[src/rtl/utcl_pkg.sv]
`timescale 1ns / 1ps
`default_nettype none

package utcl_pkg;

    localparam int MIN_PER_DAY = 1440;

    // Reciprocal multipliers, each checked to give the exact floor over the value range in use.
    localparam logic [25:0] RECIP_100 = 26'd5243;   // x / 100 = (x * RECIP_100) >> 19
    localparam logic [29:0] RECIP_7   = 30'd74899;  // x / 7   = (x * RECIP_7) >> 19
    localparam logic [20:0] RECIP_60  = 21'd1093;   // x / 60  = (x * RECIP_60) >> 16

    localparam logic [13:0] YEAR_MIN = 14'd1;
    localparam logic [13:0] YEAR_MAX = 14'd9998;

    // Day index, counted from March 1, of the first of October and of November.
    localparam logic [8:0] OCT1_IDX = 9'd214;
    localparam logic [8:0] NOV1_IDX = 9'd245;

    typedef enum logic [1:0] {
        RULE_NONE = 2'd0,
        RULE_US   = 2'd1,
        RULE_EU   = 2'd2,
        RULE_RSVD = 2'd3
    } rule_t;

    typedef enum logic [1:0] {
        REG_STD_OFFSET = 2'd0,
        REG_DST_OFFSET = 2'd1,
        REG_DST_RULE   = 2'd2,
        REG_UNUSED     = 2'd3
    } reg_idx_t;

    typedef struct packed {
        logic signed [10:0] std_offset;
        logic signed [10:0] dst_offset;
        rule_t              rule;
    } cfg_t;

    typedef struct packed {
        logic [13:0] year;
        logic [3:0]  month;
        logic [4:0]  day;
        logic [10:0] hm;
        logic        leap;
    } date_t;

    // Calendar front end result: clamped date plus weekday arithmetic in flight.
    typedef struct packed {
        date_t             date;
        logic signed [9:0] rel;
        logic [13:0]       wsum;
        logic [29:0]       wprod;
    } prep_t;

    // Rule stage result: shifted local date, minute of day and the chosen offset.
    typedef struct packed {
        logic [13:0]        year;
        logic [3:0]         month;
        logic [4:0]         day;
        logic [10:0]        mod;
        logic signed [10:0] offset;
        logic               dst;
    } local_t;

    function automatic logic [4:0] month_len(input logic [3:0] mo, input logic leap);
        logic [4:0] len;
        begin
            unique case (mo)
                4'd2:                      len = leap ? 5'd29 : 5'd28;
                4'd4, 4'd6, 4'd9, 4'd11:   len = 5'd30;
                default:                   len = 5'd31;
            endcase
            return len;
        end
    endfunction

    // Days from March 1 of the same year to the first of the month; negative for January
    // and February.
    function automatic logic signed [9:0] month_base(input logic [3:0] mo, input logic leap);
        logic signed [9:0] base;
        begin
            unique case (mo)
                4'd1:    base = leap ? -10'sd60 : -10'sd59;
                4'd2:    base = leap ? -10'sd29 : -10'sd28;
                4'd3:    base = 10'sd0;
                4'd4:    base = 10'sd31;
                4'd5:    base = 10'sd61;
                4'd6:    base = 10'sd92;
                4'd7:    base = 10'sd122;
                4'd8:    base = 10'sd153;
                4'd9:    base = 10'sd184;
                4'd10:   base = 10'sd214;
                4'd11:   base = 10'sd245;
                default: base = 10'sd275;
            endcase
            return base;
        end
    endfunction

endpackage

`default_nettype wire

[src/rtl/utcl_prep.sv]
`timescale 1ns / 1ps
`default_nettype none

// Input clamping, leap year, day index counted from March 1 and the weekday sum.
module utcl_prep (
    input  wire logic            clk,
    input  wire logic            rst_n,
    input  wire logic            en,
    input  wire logic            in_valid,
    input  wire logic [13:0]     utc_year,
    input  wire logic [3:0]      utc_month,
    input  wire logic [4:0]      utc_day,
    input  wire logic [4:0]      utc_hour,
    input  wire logic [5:0]      utc_minute,
    output logic                 prep_valid,
    output utcl_pkg::prep_t      prep
);
    import utcl_pkg::*;

    logic        v1_reg;
    logic [13:0] y1_reg;
    logic [3:0]  mo1_reg;
    logic [4:0]  d1_reg;
    logic [4:0]  h1_reg;
    logic [5:0]  mi1_reg;
    logic [25:0] p100_reg;
    logic [23:0] p400_reg;
    logic        v2_reg;
    prep_t       s2_reg;

    logic [13:0] y_c;
    logic [3:0]  mo_c;
    logic [4:0]  h_c;
    logic [5:0]  mi_c;
    logic [6:0]  q100;
    logic [4:0]  q400;
    logic        leap;
    logic [4:0]  ml;
    logic [4:0]  d_c;
    prep_t       s2_next;

    always_comb
    begin
        y_c  = (utc_year < YEAR_MIN) ? YEAR_MIN : ((utc_year > YEAR_MAX) ? YEAR_MAX : utc_year);
        mo_c = (utc_month == 4'd0) ? 4'd1 : ((utc_month > 4'd12) ? 4'd12 : utc_month);
        h_c  = (utc_hour > 5'd23) ? 5'd23 : utc_hour;
        mi_c = (utc_minute > 6'd59) ? 6'd59 : utc_minute;
    end

    always_comb
    begin
        q100 = p100_reg[25:19];
        q400 = p400_reg[23:19];
        leap = (y1_reg[1:0] == 2'd0)
               && ((y1_reg != 14'(q100) * 14'd100) || (q100[1:0] == 2'd0));
        ml   = month_len(mo1_reg, leap);
        d_c  = (d1_reg == 5'd0) ? 5'd1 : ((d1_reg > ml) ? ml : d1_reg);
        s2_next.date.year  = y1_reg;
        s2_next.date.month = mo1_reg;
        s2_next.date.day   = d_c;
        s2_next.date.hm    = 11'(h1_reg) * 11'd60 + 11'(mi1_reg);
        s2_next.date.leap  = leap;
        s2_next.rel        = month_base(mo1_reg, leap) + $signed({5'b0, d_c}) - 10'sd1;
        // March 1 weekday sum: y + y/4 - y/100 + y/400 + 3.
        s2_next.wsum       = y1_reg + 14'(y1_reg >> 2) - 14'(q100) + 14'(q400) + 14'd3;
        s2_next.wprod      = 30'(s2_next.wsum) * RECIP_7;
    end

    always_ff @(posedge clk or negedge rst_n)
    begin
        if (!rst_n)
        begin
            v1_reg <= 1'b0;
            v2_reg <= 1'b0;
        end
        else if (en)
        begin
            v1_reg <= in_valid;
            v2_reg <= v1_reg;
        end
    end

    always_ff @(posedge clk)
    begin
        if (en)
        begin
            y1_reg   <= y_c;
            mo1_reg  <= mo_c;
            d1_reg   <= utc_day;
            h1_reg   <= h_c;
            mi1_reg  <= mi_c;
            p100_reg <= 26'(y_c) * RECIP_100;
            p400_reg <= 24'(26'(y_c >> 2) * RECIP_100);
            s2_reg   <= s2_next;
        end
    end

    assign prep_valid = v2_reg;
    assign prep       = s2_reg;

endmodule

`default_nettype wire

[src/rtl/utcl_rule.sv]
`timescale 1ns / 1ps
`default_nettype none

// Daylight window in minutes from March 1, the window test, and the local day shift.
module utcl_rule (
    input  wire logic            clk,
    input  wire logic            rst_n,
    input  wire logic            en,
    input  wire utcl_pkg::cfg_t  cfg,
    input  wire logic            prep_valid,
    input  wire utcl_pkg::prep_t prep,
    output logic                 loc_valid,
    output utcl_pkg::local_t     loc
);
    import utcl_pkg::*;

    logic               v3_reg;
    date_t              date3_reg;
    logic signed [20:0] tm_reg;
    logic signed [20:0] start_reg;
    logic signed [20:0] end_reg;
    logic               act_reg;
    logic               v4_reg;
    local_t             loc_reg;

    logic [10:0]        q7;
    logic [2:0]         w0;
    logic [2:0]         k;
    logic [3:0]         wa;
    logic [3:0]         wb;
    logic [8:0]         sidx;
    logic [8:0]         eidx;
    logic signed [20:0] sadj;
    logic signed [20:0] eadj;
    logic signed [20:0] tm_next;
    logic signed [20:0] start_next;
    logic signed [20:0] end_next;

    logic               in_win;
    logic signed [10:0] off;
    logic signed [12:0] lm;
    logic [4:0]         ml;
    local_t             loc_next;

    always_comb
    begin
        q7 = prep.wprod[29:19];
        w0 = 3'(prep.wsum - 14'(q7) * 14'd7);
        k  = (w0 == 3'd0) ? 3'd0 : 3'(4'd7 - 4'(w0));
        wa = 4'(w0) + 4'd2;
        wa = (wa >= 4'd7) ? wa - 4'd7 : wa;
        wb = 4'(w0) + 4'd6;
        wb = (wb >= 4'd7) ? wb - 4'd7 : wb;
        if (cfg.rule == RULE_US)
        begin
            sidx = 9'd7 + 9'(k);
            eidx = NOV1_IDX + 9'(k);
            sadj = 21'sd120 - {{10{cfg.std_offset[10]}}, cfg.std_offset};
            eadj = 21'sd120 - {{10{cfg.dst_offset[10]}}, cfg.dst_offset};
        end
        else
        begin
            sidx = 9'd30 - 9'(wa);
            eidx = OCT1_IDX + 9'd30 - 9'(wb);
            sadj = 21'sd60;
            eadj = 21'sd60;
        end
        tm_next    = {{11{prep.rel[9]}}, prep.rel} * 21'sd1440
                     + $signed({10'b0, prep.date.hm});
        start_next = $signed({12'b0, sidx}) * 21'sd1440 + sadj;
        end_next   = $signed({12'b0, eidx}) * 21'sd1440 + eadj;
    end

    always_comb
    begin
        in_win = act_reg && (tm_reg >= start_reg) && (tm_reg < end_reg);
        off    = in_win ? cfg.dst_offset : cfg.std_offset;
        lm     = $signed({2'b0, date3_reg.hm}) + {{2{off[10]}}, off};
        ml     = month_len(date3_reg.month, date3_reg.leap);
        loc_next.year   = date3_reg.year;
        loc_next.month  = date3_reg.month;
        loc_next.day    = date3_reg.day;
        loc_next.offset = off;
        loc_next.dst    = in_win;
        loc_next.mod    = date3_reg.hm;
        if (lm < 13'sd0)
        begin
            loc_next.mod = 11'(lm + 13'sd1440);
            if (date3_reg.day > 5'd1)
            begin
                loc_next.day = date3_reg.day - 5'd1;
            end
            else if (date3_reg.month == 4'd1)
            begin
                loc_next.year  = date3_reg.year - 14'd1;
                loc_next.month = 4'd12;
                loc_next.day   = 5'd31;
            end
            else
            begin
                loc_next.month = date3_reg.month - 4'd1;
                loc_next.day   = month_len(date3_reg.month - 4'd1, date3_reg.leap);
            end
        end
        else if (lm >= 13'sd1440)
        begin
            loc_next.mod = 11'(lm - 13'sd1440);
            if (date3_reg.day < ml)
            begin
                loc_next.day = date3_reg.day + 5'd1;
            end
            else if (date3_reg.month == 4'd12)
            begin
                loc_next.year  = date3_reg.year + 14'd1;
                loc_next.month = 4'd1;
                loc_next.day   = 5'd1;
            end
            else
            begin
                loc_next.month = date3_reg.month + 4'd1;
                loc_next.day   = 5'd1;
            end
        end
        else
        begin
            loc_next.mod = 11'(lm);
        end
    end

    always_ff @(posedge clk or negedge rst_n)
    begin
        if (!rst_n)
        begin
            v3_reg <= 1'b0;
            v4_reg <= 1'b0;
        end
        else if (en)
        begin
            v3_reg <= prep_valid;
            v4_reg <= v3_reg;
        end
    end

    always_ff @(posedge clk)
    begin
        if (en)
        begin
            date3_reg <= prep.date;
            tm_reg    <= tm_next;
            start_reg <= start_next;
            end_reg   <= end_next;
            act_reg   <= (cfg.rule == RULE_US) || (cfg.rule == RULE_EU);
            loc_reg   <= loc_next;
        end
    end

    assign loc_valid = v4_reg;
    assign loc       = loc_reg;

endmodule

`default_nettype wire

[src/rtl/utc_to_local_time_dst.sv]
`timescale 1ns / 1ps
`default_nettype none

// UTC to local civil time with US and EU daylight rules. Each word on the input channel is a
// UTC date and time; the block returns the local date and time, the offset in minutes that was
// applied and a flag that is set when the daylight offset was used. Out-of-range input fields
// are clamped (year 1..9998, month 1..12, day 1..month length, hour 23, minute 59). The
// datapath is a five-stage pipeline: clamping and reciprocal multiplies, leap year and weekday
// sum, daylight window bounds, window test and day shift, then hour and minute split into the
// output register. A word is accepted every cycle while the pipeline advances;
// the whole pipeline holds when the output word is not taken. Registers sit on an APB port at
// byte addresses 0 (standard offset), 4 (daylight offset) and 8 (rule: 0 none, 1 US, 2 EU,
// 3 treated as none); they must only be written while no word is in flight.
module utc_to_local_time_dst (
    input  wire logic               clk,
    input  wire logic               rst_n,
    input  wire logic               psel,
    input  wire logic               penable,
    input  wire logic               pwrite,
    input  wire logic [3:0]         paddr,
    input  wire logic [31:0]        pwdata,
    output logic [31:0]             prdata,
    output logic                    pready,
    input  wire logic               in_valid,
    output logic                    in_ready,
    input  wire logic [13:0]        utc_year,
    input  wire logic [3:0]         utc_month,
    input  wire logic [4:0]         utc_day,
    input  wire logic [4:0]         utc_hour,
    input  wire logic [5:0]         utc_minute,
    output logic                    out_valid,
    input  wire logic               out_ready,
    output logic [13:0]             local_year,
    output logic [3:0]              local_month,
    output logic [4:0]              local_day,
    output logic [4:0]              local_hour,
    output logic [5:0]              local_minute,
    output logic signed [10:0]      applied_offset,
    output logic                    dst_active
);
    import utcl_pkg::*;

    cfg_t        cfg_reg;
    logic        en;
    logic        prep_valid;
    prep_t       prep;
    logic        loc_valid;
    local_t      loc;
    logic        out_valid_reg;
    logic [13:0] year_reg;
    logic [3:0]  month_reg;
    logic [4:0]  day_reg;
    logic [4:0]  hour_reg;
    logic [5:0]  minute_reg;
    logic signed [10:0] offset_reg;
    logic        dst_reg;
    logic [20:0] hprod;
    logic [4:0]  hour_next;
    logic        cfg_wr;
    reg_idx_t    widx;

    // The whole pipeline advances together unless the output word is stalled.
    assign en       = !out_valid_reg || out_ready;
    assign in_ready = en;

    // Configuration port.
    assign pready = 1'b1;
    assign cfg_wr = psel && penable && pwrite && pready;
    assign widx   = reg_idx_t'(paddr[3:2]);

    always_ff @(posedge clk or negedge rst_n)
    begin
        if (!rst_n)
        begin
            cfg_reg.std_offset <= 11'sd0;
            cfg_reg.dst_offset <= 11'sd0;
            cfg_reg.rule       <= RULE_NONE;
        end
        else if (cfg_wr)
        begin
            unique case (widx)
                REG_STD_OFFSET: cfg_reg.std_offset <= $signed(pwdata[10:0]);
                REG_DST_OFFSET: cfg_reg.dst_offset <= $signed(pwdata[10:0]);
                REG_DST_RULE:   cfg_reg.rule       <= rule_t'(pwdata[1:0]);
                REG_UNUSED:     ;
            endcase
        end
    end

    always_comb
    begin
        unique case (widx)
            REG_STD_OFFSET: prdata = {{21{cfg_reg.std_offset[10]}}, cfg_reg.std_offset};
            REG_DST_OFFSET: prdata = {{21{cfg_reg.dst_offset[10]}}, cfg_reg.dst_offset};
            REG_DST_RULE:   prdata = {30'b0, cfg_reg.rule};
            REG_UNUSED:     prdata = 32'b0;
        endcase
    end

    utcl_prep u_prep (
        .clk        (clk),
        .rst_n      (rst_n),
        .en         (en),
        .in_valid   (in_valid),
        .utc_year   (utc_year),
        .utc_month  (utc_month),
        .utc_day    (utc_day),
        .utc_hour   (utc_hour),
        .utc_minute (utc_minute),
        .prep_valid (prep_valid),
        .prep       (prep)
    );

    utcl_rule u_rule (
        .clk        (clk),
        .rst_n      (rst_n),
        .en         (en),
        .cfg        (cfg_reg),
        .prep_valid (prep_valid),
        .prep       (prep),
        .loc_valid  (loc_valid),
        .loc        (loc)
    );

    // Final stage: split the minute of the day into hour and minute.
    assign hprod     = 21'(loc.mod) * RECIP_60;
    assign hour_next = hprod[20:16];

    always_ff @(posedge clk or negedge rst_n)
    begin
        if (!rst_n)
        begin
            out_valid_reg <= 1'b0;
        end
        else if (en)
        begin
            out_valid_reg <= loc_valid;
        end
    end

    always_ff @(posedge clk)
    begin
        if (en)
        begin
            year_reg   <= loc.year;
            month_reg  <= loc.month;
            day_reg    <= loc.day;
            hour_reg   <= hour_next;
            minute_reg <= 6'(loc.mod - 11'(hour_next) * 11'd60);
            offset_reg <= loc.offset;
            dst_reg    <= loc.dst;
        end
    end

    assign out_valid      = out_valid_reg;
    assign local_year     = year_reg;
    assign local_month    = month_reg;
    assign local_day      = day_reg;
    assign local_hour     = hour_reg;
    assign local_minute   = minute_reg;
    assign applied_offset = offset_reg;
    assign dst_active     = dst_reg;

    // Daylight time can only be flagged under one of the two daylight rules.
    assert property (@(posedge clk) disable iff (!rst_n)
        out_valid && dst_active |-> (cfg_reg.rule == RULE_US) || (cfg_reg.rule == RULE_EU))
        else $error("daylight flag set without a daylight rule");

    // The applied offset is always the register picked by the daylight flag.
    assert property (@(posedge clk) disable iff (!rst_n)
        out_valid |-> applied_offset == (dst_active ? cfg_reg.dst_offset : cfg_reg.std_offset))
        else $error("applied offset does not match the selected register");

    // The hour and minute split stays in range.
    assert property (@(posedge clk) disable iff (!rst_n)
        out_valid |-> (local_hour < 5'd24) && (local_minute < 6'd60))
        else $error("local time of day out of range");

endmodule

`default_nettype wire
[config.mk]
export PLATFORM = sky130hd
export DESIGN_NAME = utc_to_local_time_dst
export DESIGN_NICKNAME = d
export VERILOG_FILES = /design/src/rtl/utcl_pkg.sv /design/src/rtl/utcl_prep.sv /design/src/rtl/utcl_rule.sv /design/src/rtl/utc_to_local_time_dst.sv
export SDC_FILE = /design/constraint.sdc
export NUM_CORES = 1
export LEC_CHECK = 0
export BUFFER_PORTS_ARGS = -buffer_cell sky130_fd_sc_hd__buf_2
export CAP_MARGIN = 20
export CORE_AREA = 2 2 240 242
export CTS_CLUSTER_SIZE = 28
export DETAILED_ROUTE_END_ITERATION = 7
export DIE_AREA = 0 0 242 244
export GPL_TIMING_DRIVEN = 0
export HOLD_SLACK_MARGIN = 0.03
export PLACE_DENSITY = 0.7
export SYNTH_ARGS = -nofsm -noshare
export SYNTH_HDL_FRONTEND = slang
export SYNTH_SLANG_ARGS = --single-unit
[constraint.sdc]
create_clock -name clk -period 16.68 [get_ports clk]
set_input_delay 0.834 -clock clk [delete_from_list [all_inputs] [get_ports clk]]
set_output_delay 0.834 -clock clk [all_outputs]
set_load 0.02 [all_outputs]
# Word-level counts from Yosys, hierarchy flattened
# Index checks and enable logic that the tools add are counted.
# totals
register_bits	382
output_inout_bits	81
# classes
n_addsub	32
multipliers	11
magnitude_cmp	14
n_eq_ne	29
muxes	33
reduce_logical	22
# ops
operator	count
$pmux 32 s4	1
$pmux 10 s11	1
$mux 14	4
$add 21x21->21	2
$mux 21	2
$eq 4x4->1 const B	9
$mux 18	2
$mux 9	4
$mux 34	1
$eq 4x3->1 const B	8
$mul 14x17->30 const B	1
$mul 9x6->15 const B	2
$pmux 5 s2	3
$mul 14x13->26 const B	1
$mul 12x13->24 const B	1
$sub 8x11->12 const A	2
$mux 23	1
$mux 11	2
$add 21x11->21	1
$ge 21x21->1	1
$lt 21x21->1	1
$mul 11x11->21 const B	1
$mul 21x6->16 const B	1
$mux 5	4
59 further kinds	85

# Longest topological paths before layout
# Gate-level depths: netlist of run 1.
# logic_depth
word_depth	11
depth_mapped	37
depth_no_buf	37

# Cells and area by module
# A second synthesis of run 1 with hierarchy kept.
# unflattened
cells_unflattened	3007
hier_area_um2	32523.7
# by_module_without_submodules
module	n_inst	cells_per_inst	area_per_inst_um2	seq_area_each_um2
utcl_prep	1	1519	16375.7	4073.9
utcl_rule	1	1204	12176.7	4224.1
utc_to_local_time_dst	1	284	3971.3	2006.9

# Least setup slack after synthesis of run 1
# No wires, ideal clock.
# synth_timing
path_kind	input to register
start	input port out_ready
end	register u_prep.v2_reg (netlist: u_prep.prep_valid)
arrival_ns	10.020
t_required_ns	16.571
setup_slack_ns	6.551
stages	3
n_path_buf	1
path_cell_list	nand2b_1 -> clkbuf_1 -> mux2_2
# synth_between
elab_chain_cells	1
# synth_lines
element	line_no	source
start: declaration	utc_to_local_time_dst.sv:32	input wire logic out_ready,
$logic_or 1x1->1	utc_to_local_time_dst.sv:63	assign en = !out_valid_reg || out_ready;
via in_ready	utc_to_local_time_dst.sv:25	output logic in_ready,
end signal: assignment	utcl_prep.sv:79	v2_reg <= v1_reg;
end: declaration	utcl_prep.sv:28	logic v2_reg;
# The timed path passes the listed nets, and every way through them passes these cells.
# A chain may end at the register's enable or synchronous reset.

==> results of run 1 <==
-- cells in the mapped netlist (35+ instances only) --
cell type / number / area, um^2
a21o_1: 44 / 330.3
a21oi_1: 109 / 545.5
edfxtp_1: 282 / 8468
fa_1: 200 / 4004
ha_1: 562 / 7032
inv_1: 554 / 2079
mux2_2: 35 / 394.1
nand2_1: 107 / 401.6
nor2_1: 136 / 510.5
nor3_1: 41 / 205.2
o21ai_0: 66 / 330.3
xnor2_1: 134 / 1174
xor2_1: 62 / 543.0
-- area by class of cell --
cell class | count | area [um^2] | share of cell area, %
plain buffers | 63 | 365.4 | 1.119
clock buffers | 42 | 954.7 | 2.923
clock inverters | 22 | 270.3 | 0.8274
inverters | 557 | 2091 | 6.401
multi-input cells | 1842 | 18060 | 55.29
flip-flops and latches | 311 | 9194 | 28.15
well taps | 756 | 945.9 | 2.896
repair buffers | 138 | 783.3 | 2.398
-- metal layers --
| metal | GRT usage [%] | vias to the layer above |
|---|---|---|
| li1 | - | 9720 |
| met1 | 26.29 | 9560 |
| met2 | 37.04 | 327 |
| met5 | 0 | - |
| met4 | 5.283 | 0 |
| met3 | 2.524 | 88 |
-- per-stage QoR --
stage          util (%)  hold WS (ps)  cells
6_report          58.15         308.3   3731
5_1_grt           58.15         343.8   3731
4_1_cts           58.14         303.8   3730
3_5_place_dp      55.96         404.5   3666
3_3_place_gp      55.74         401.6   3661
2_1_floorplan         -         400.3   2773
-- cell families after synthesis --
group                    share of synthesized area (%)
adder cells (fa/ha/maj)                          37.15
AO/OA/AOI/OAI                                    8.614
XOR/XNOR                                         5.931
multiplexers                                     1.883
flip-flops                                       30.95
AND/OR/NAND/NOR                                  7.203
other                                          0.01262
buffers and inverters                            8.256
-- worst max-delay path, delay by kind of cell, from the launching register on --
kind / cells / cell delay (ps)
flops: 1 / 510
fa+ha+maj: 12 / 5040
simple gates: 3 / 360
compound gates: 11 / 1990
xor+xnor: 2 / 360
buf+inv: 5 / 300
-- cells in the final DEF, fill, tap and decap left out, types with 27 or more instances in the layout --
cell	instances
ha_1	562
inv_1	554
edfxtp_1	282
fa_1	200
nor2_1	136
buf_2	135
xnor2_1	134
a21oi_1	109
nand2_1	107
o21ai_0	66
xor2_1	62
a21o_1	44
nor3_1	41
clkbuf_16	37
clkbuf_1	36
mux2_2	35
nand3_1	30
dfrtp_1	29
o21a_1	27
-- worst paths after layout --
kind | endpoint | slack [ps] | cells after the start
setup / recovery | u_prep.prep[21] | 7840 | 33
hold / removal | cfg_reg[4] | 310 | 1
setup reg to reg | u_prep.prep[21] | 7840 | 33
hold reg to reg | u_rule.date3_reg[19] | 400 | 0
max in group asynchronous | cfg_reg[11] | 15940 | 1
min in group clk | u_rule.date3_reg[19] | 400 | 0
==> impl_metrics.toml, run 1 <==
[timing]
hold_violations = 0
setup_tns_ps = 0
finalCriticalPeriod_ps = 8839
slew_headroom_pct = 26.67
worst_slack_ps = 7841
fmaxAchievable_ghz = 0.1131
setup_viol = 0
drv_slew = 0
clock_skew_ps = 19.67
rsz0062_at_grt = "no"
final.period_utilization_pct = 52.99
tightestPinTransition_ps = 1089

[floorplanning]
top_level_ports = 158
dieArea_um2 = 59050
die_h_um = 244
die_w_um = 242
core_area_um2 = 56170
rows = 87
start_util_pct = 52.88

[clock_tree]
cts_tree = "built"
postCtsHoldBufs = 0
cts_setup_buffers = 0
cts_buffers = 35
clkLatencyLatePin_ps = 540
h-tree-depth = 2
cts_sinks = 311
cts_root_buffer = "clkbuf_16"
ctsResizeCount = 0
cts_max_path_buffers = 3
clkTransAtPathRegs_ps = 60

[synth]
syn_avg_cell_area_um2 = 10.71
synth_area_um2 = 29700
syn_nets = 3612
ys.warnings.count = 0
ys_dominant_reg_cell = "edfxtp_1"
ys_seq_elements = 311
ys_types = 84
async_reset_ff_share_pct = 9.325
synth_cells = 2773
synth-edff-count = 282
seq_area_frac_synth_pct = 30.95

[drt]
wl_met2_mm = 29.56
vias_per_cell = 5.279
first_iter_violations = 1030
drc = 0
drt_wl_total_mm = 58.70
wl_per_cell_um = 15.73
topRoutingLayerUsed = "met4"
ant_nets = 0
dr.pass1.iters = 7
num_vias = 19700
met1_length_mm = 25.93
route.met3.wl_mm = 1.934

[grt]
grt_antenna_before_repair = 0
grt_use_total_pct = 20.59
grt_start_max_net_pins = 71
grt_remaining_overflow = 0
grt_pass1_wl_mm = 100.2
grt_pass1_vias = 20770

[final_layout]
syn_to_final_growth_pct = 9.958
fillers = 4655
fin_nets = 3787
diodes = 0
largest_reg_flops = 51
drive_above_1_share_pct = 9.647
finish.instance_area_um2 = 32660

[worst_setup_path]
path_max_fanout = 4
reg2reg_from = "u_prep.y1_reg[1]"
cp.required_ps = 16950
critical_path.startpoint_type = "register"
startpoint = "u_prep.y1_reg[1]"
cpMostUsedCell = "fa_1"
cp-end-kind = "register"
slowest_delay_ps = 580
critPathSlowestCell = "fa_1"
critical_path_class = "reg -> reg"
worst-endpoint-arrival_ps = 9110

[place]
gp_congestion = 0.9183
place.port_buffers = 132
place_area_um2 = 31430
pre_cts_ws_ps = 7878
post-dp-hpwl_mm = 48.39

[outcome]
status = "complete, no violations"

[worst_hold_path]
hp-class = "in -> async"

[flow_run]
maxCapViolCount = 0
Power of run 1 is left out: the tool's default activity adds up to more than one toggle a clock period on the data nets, which glitch-free logic cannot reach.
==> run 2, diff against run 1 <==
--- a/config.mk
+++ b/config.mk
@@ -5,15 +5,16 @@
 export SDC_FILE = /design/constraint.sdc
 export NUM_CORES = 1
 export LEC_CHECK = 0
+export ABC_AREA = 1
 export BUFFER_PORTS_ARGS = -buffer_cell sky130_fd_sc_hd__buf_2
 export CAP_MARGIN = 20
-export CORE_AREA = 2 2 240 242
+export CORE_AREA = 2 2 246 248
 export CTS_CLUSTER_SIZE = 28
 export DETAILED_ROUTE_END_ITERATION = 7
-export DIE_AREA = 0 0 242 244
+export DIE_AREA = 0 0 248 250
 export GPL_TIMING_DRIVEN = 0
 export HOLD_SLACK_MARGIN = 0.03
-export PLACE_DENSITY = 0.7
+export PLACE_DENSITY = 0.73
 export SYNTH_ARGS = -nofsm -noshare
 export SYNTH_HDL_FRONTEND = slang
 export SYNTH_SLANG_ARGS = --single-unit
==> constraint.sdc (replaced) <==
create_clock -name clk -period 7.1 [get_ports clk]
set_input_delay 0.355 -clock clk [delete_from_list [all_inputs] [get_ports clk]]
set_output_delay 0.355 -clock clk [all_outputs]
set_load 0.02 [all_outputs]
==> impl_metrics.toml, run 2 <==
[outcome]
status = "complete, but fails checks"
violations = "setup timing"

[final_layout]
diodes = 0
largest_reg_flops = 51
mostFrequentLayoutCells = "inv_1, ha_1, nand2_1"
layout_commonest_cell = "inv_1"
drive_above_1_share_pct = 10.42
fin_nets = 4440
fin_util_pct = 58.76
finish.instance_area_um2 = 35000
syn_to_final_growth_pct = 12.12

[timing]
drv_slew = 0
worst_slack_ps = -787.2
final.period_utilization_pct = 111.1
setup_viol = 3
setup_tns_ps = -2231
hold_violations = 0
clock_skew_ps = 27.44
slew_headroom_pct = 30.08
finalCriticalPeriod_ps = 7887
rsz0062_at_grt = "yes"
fmaxAchievable_ghz = 0.1268
tightestPinTransition_ps = 1045

[drt]
first_iter_violations = 1173
wl_per_cell_um = 15.02
drt_wl_total_mm = 66.24
dr.pass1.iters = 5
drc = 0
vias_per_cell = 5.121
ant_nets = 0
num_vias = 22580

[grt]
grt_use_total_pct = 21.83
grt_pass1_vias = 22460
grt_antenna_before_repair = 0
grt_remaining_overflow = 0
grt_pass1_wl_mm = 109.0
grt_start_max_net_pins = 125

[place]
pre_cts_ws_ps = -1133
gp_congestion = 0.8917
place_area_um2 = 33000
place.port_buffers = 133
post-dp-hpwl_mm = 53.38

[synth]
synth_most_common_cell = "inv_1"
syn_nets = 4217
ys_top_cells_by_count = "inv_1, ha_1, nand2_1, edfxtp_1, fa_1"
synth_top_area_share_pct = 27.13
async_reset_ff_share_pct = 9.325
yosysTopAreaCell = "edfxtp_1"
synth-edff-count = 282
ys_types = 61
ys_dominant_reg_cell = "edfxtp_1"
seq_area_frac_synth_pct = 29.45
synth.area.top_cells = "edfxtp_1, ha_1, fa_1, inv_1, nand2_1"
synth_area_um2 = 31220
ys.warnings.count = 0
synth_cells = 3378
syn_avg_cell_area_um2 = 9.242
ys_seq_elements = 311

[clock_tree]
cts_sinks = 311
cts_buffers = 36
clkLatencyLatePin_ps = 570
cts_max_path_buffers = 3
h-tree-depth = 2
cts_root_buffer = "clkbuf_16"
clkTransAtPathRegs_ps = 60
cts_tree = "built"

[floorplanning]
die_w_um = 248
start_util_pct = 52.41
rows = 90
core_area_um2 = 59570
dieArea_um2 = 62000
die_h_um = 250
top_level_ports = 158

[worst_setup_path]
cp.required_ps = 7510
slowest_delay_ps = 570
critical_path.startpoint_type = "register"
cp-end-kind = "register"
critPathSlowestCell = "fa_2"
worst-endpoint-arrival_ps = 8300
critical_path_class = "reg -> reg"
path_max_fanout = 3

[worst_hold_path]
hp-class = "in -> reg"

[flow_run]
maxCapViolCount = 0
run 2: logic make-up (layout without fill, tap and decap cells):
family                   after synthesis  in the layout  synth area share [%]
AO/OA/AOI/OAI                        417            417                 7.439
adder cells (fa/ha/maj)              762            762                 35.35
flip-flops                           311            311                 29.45
AND/OR/NAND/NOR                      886            886                 12.00
buffers and inverters                804           1053                 10.08
XOR/XNOR                             196            196                 5.643
other                                  1              1               0.01201
multiplexers                           1              1               0.03607
run 2: through the flow:
stage	std cells	hold WS (ps)
after CTS	4386	31.65
after detailed placement	4296	404.5
final	4409	53.58
after global routing	4409	49.36
after global placement	4293	400.8
after floorplan	3378	59.41
run 2: worst max-delay path: cells and delay by family (launching register included):
family / cells / cell delay (ps)
xor gates and xnor gates: 2 / 440
AOI/OAI and AO/OA: 9 / 1030
buffers and inverters: 7 / 380
and+or+nand+nor: 8 / 600
adders and majority gates: 12 / 4810
DFF: 1 / 480
run 2: layout make-up:
type | count | area (um^2)
multi-input combinational | 2263 | 19230
inverter | 732 | 2750
tap | 782 | 978.4
buffer | 72 | 395.4
clock buffer | 39 | 933.4
fill | 5063 | 24570
sequential | 311 | 9194
clock inverter | 25 | 370.4
timing repair buffer | 185 | 1149
run 2: worst paths after layout:
path	startpoint	to	slack, ps	depth (start not counted)
setup / recovery	u_prep.y1_reg[1]	u_prep.prep[21]	-790	38
hold reg to reg	u_prep.prep[66]	u_rule.date3_reg[12]	400	0
min in group asynchronous	rst_n	u_prep.v1_reg	360	2
max in group asynchronous	rst_n	cfg_reg[8]	6310	2
hold / removal	utc_hour[1]	u_prep.h1_reg[1]	50	3
setup reg to reg	u_prep.y1_reg[1]	u_prep.prep[21]	-790	38
run 2: repair_timing:
item                                    in CTS  in global routing
hold buffers                                10                  0
hold endpoints to repair                    38                  0
gates resized for setup                     20                 50
endpoints found under the setup margin      16                 18
buffers inserted                            16                 23
pin swaps                                   13                 32
run 2: routing by layer:
layer | GRT usage, % | share of wire, % | vias to the layer above
met5 | 0 | 0 | -
met4 | 5.697 | 2.3 | 0
met3 | 2.893 | 4.0 | 105
met2 | 38.49 | 50 | 409
met1 | 28.03 | 44 | 10630
li1 | - | - | 11440
Power of run 2 is left out for the same reason.
==> run 3, diff against run 2 <==
--- a/config.mk
+++ b/config.mk
@@ -5,13 +5,12 @@
 export SDC_FILE = /design/constraint.sdc
 export NUM_CORES = 1
 export LEC_CHECK = 0
-export ABC_AREA = 1
 export BUFFER_PORTS_ARGS = -buffer_cell sky130_fd_sc_hd__buf_2
 export CAP_MARGIN = 20
-export CORE_AREA = 2 2 246 248
+export CORE_AREA = 2 2 240 242
 export CTS_CLUSTER_SIZE = 28
 export DETAILED_ROUTE_END_ITERATION = 7
-export DIE_AREA = 0 0 248 250
+export DIE_AREA = 0 0 242 244
 export GPL_TIMING_DRIVEN = 0
 export HOLD_SLACK_MARGIN = 0.03
 export PLACE_DENSITY = 0.73
==> impl_metrics.toml, run 3 (synthesis results as in run 1) <==
[place]
place.port_buffers = 132
pre_cts_ws_ps = -1206
post-dp-hpwl_mm = 47.88
gp_congestion = 0.9217

[worst_setup_path]
cp.required_ps = 7380
slowest_delay_ps = 530
r2r_slack_ps = -1100
path_max_fanout = 3
critical_path_class = "reg -> reg"
worst-endpoint-arrival_ps = 8480
cp-end-kind = "register"
cpMostUsedCell = "fa_1"
critPathSlowestCell = "fa_1"
critical_path.startpoint_type = "register"

[drt]
first_iter_violations = 918
num_vias = 19770
drt_wl_total_mm = 58.45
wl_per_cell_um = 15.55
vias_per_cell = 5.258
dr.pass1.iters = 6
ant_nets = 0
drc = 0

[grt]
grt_use_total_pct = 20.13
grt_pass1_vias = 20590
grt_pass1_wl_mm = 97.97
grt_antenna_before_repair = 0
grt_remaining_overflow = 0
grt_start_max_net_pins = 124

[clock_tree]
h-tree-depth = 2
cts_max_path_buffers = 3
clkLatencyLatePin_ps = 550
cts_root_buffer = "clkbuf_16"
clkTransAtPathRegs_ps = 60
cts_sinks = 311
cts_tree = "built"
cts_buffers = 36

[final_layout]
drive_above_1_share_pct = 11.05
fin_util_pct = 58.71
layout_commonest_cell = "ha_1"
syn_to_final_growth_pct = 11.02
diodes = 0
fin_nets = 3815
largest_reg_flops = 51
mostFrequentLayoutCells = "ha_1, inv_1, edfxtp_1"

[timing]
clock_skew_ps = 22.34
slew_headroom_pct = 27.54
final.period_utilization_pct = 115.5
drv_slew = 0
worst_slack_ps = -1098
finalCriticalPeriod_ps = 8198
fmaxAchievable_ghz = 0.1220
hold_violations = 0
rsz0062_at_grt = "yes"
setup_viol = 3
tightestPinTransition_ps = 1075

[floorplanning]
top_level_ports = 158
rows = 87
dieArea_um2 = 59050
core_area_um2 = 56170
start_util_pct = 52.88
die_h_um = 244
die_w_um = 242

[outcome]
violations = "setup timing"
status = "complete, but fails checks"

[flow_run]
maxCapViolCount = 0

[worst_hold_path]
hp-class = "in -> reg"
run 3: changes by cell type in the layout (fill, tap and decap cells not counted), sizes merged, moves of 22 or more:
cell / previous run / this run
nand2: 499 / 107
inv: 735 / 560
o21ai: 157 / 68
nand3: 117 / 30
xnor2: 51 / 134
xor2: 145 / 62
a21oi: 177 / 110
a21o: 10 / 45
mux2: 1 / 36
nor2: 170 / 136
buf: 213 / 180
nor2b: 0 / 22
run 3: final timing paths:
path / start / to / depth (start not counted)
hold / removal: pwdata[4] / cfg_reg[6] / 2
max in group asynchronous: rst_n / cfg_reg[22] / 2
min in group asynchronous: rst_n / cfg_reg[3] / 2
setup reg to reg: u_prep.y1_reg[1] / u_prep.prep[21] / 33
setup / recovery: u_prep.y1_reg[1] / u_prep.prep[21] / 33
hold reg to reg: u_prep.prep[73] / u_rule.date3_reg[19] / 0
run 3: critical path: cells and delay by family (launching register included):
family / cells / cell delay (ps)
xor gates and xnor gates: 2 / 290
and+or+nand+nor: 3 / 360
adders and majority gates: 12 / 4760
buffers and inverters: 5 / 270
AOI/OAI and AO/OA: 11 / 1770
DFF: 1 / 490
run 3: timing repair:
action / in CTS / in global routing
resized for setup: 14 / 18
pin swaps: 9 / 5
hold buffers: 14 / 0
endpoints found under the hold margin: 46 / 0
buffers inserted: 8 / 7
endpoints found under the setup margin: 17 / 27
run 3: through the flow:
stage	instance area, um^2	setup TNS, ps	std cells	hold WS (ps)
floorplan	29740	-1563	2773	59.41
global placement	31350	-3938	3661	399.5
detailed placement	31420	-6273	3664	404.5
CTS	32870	-2983	3752	36.19
global route	32980	-4059	3760	31.56
finish	32980	-2899	3760	53.48
run 3: final cells by class:
| cell class | instances | area (um^2) |
|---|---|---|
| fillers | 4597 | 23190 |
| multi-input cells | 1842 | 18180 |
| flip-flops and latches | 311 | 9194 |
| inverters | 557 | 2091 |
| repair buffers | 165 | 980.9 |
| clock buffers | 44 | 960.9 |
| well taps | 756 | 945.9 |
| plain buffers | 63 | 372.9 |
| clock inverters | 22 | 249.0 |
run 3: layer usage:
layer | routed length, um | GRT usage [%] | vias to the layer above
met5 | 0 | 0 | -
met4 | 1635 | 6.264 | 0
met3 | 1826 | 2.469 | 113
met2 | 29720 | 36.61 | 354
met1 | 25270 | 24.96 | 9488
li1 | - | - | 9814
Power of run 3 is left out for the same reason.
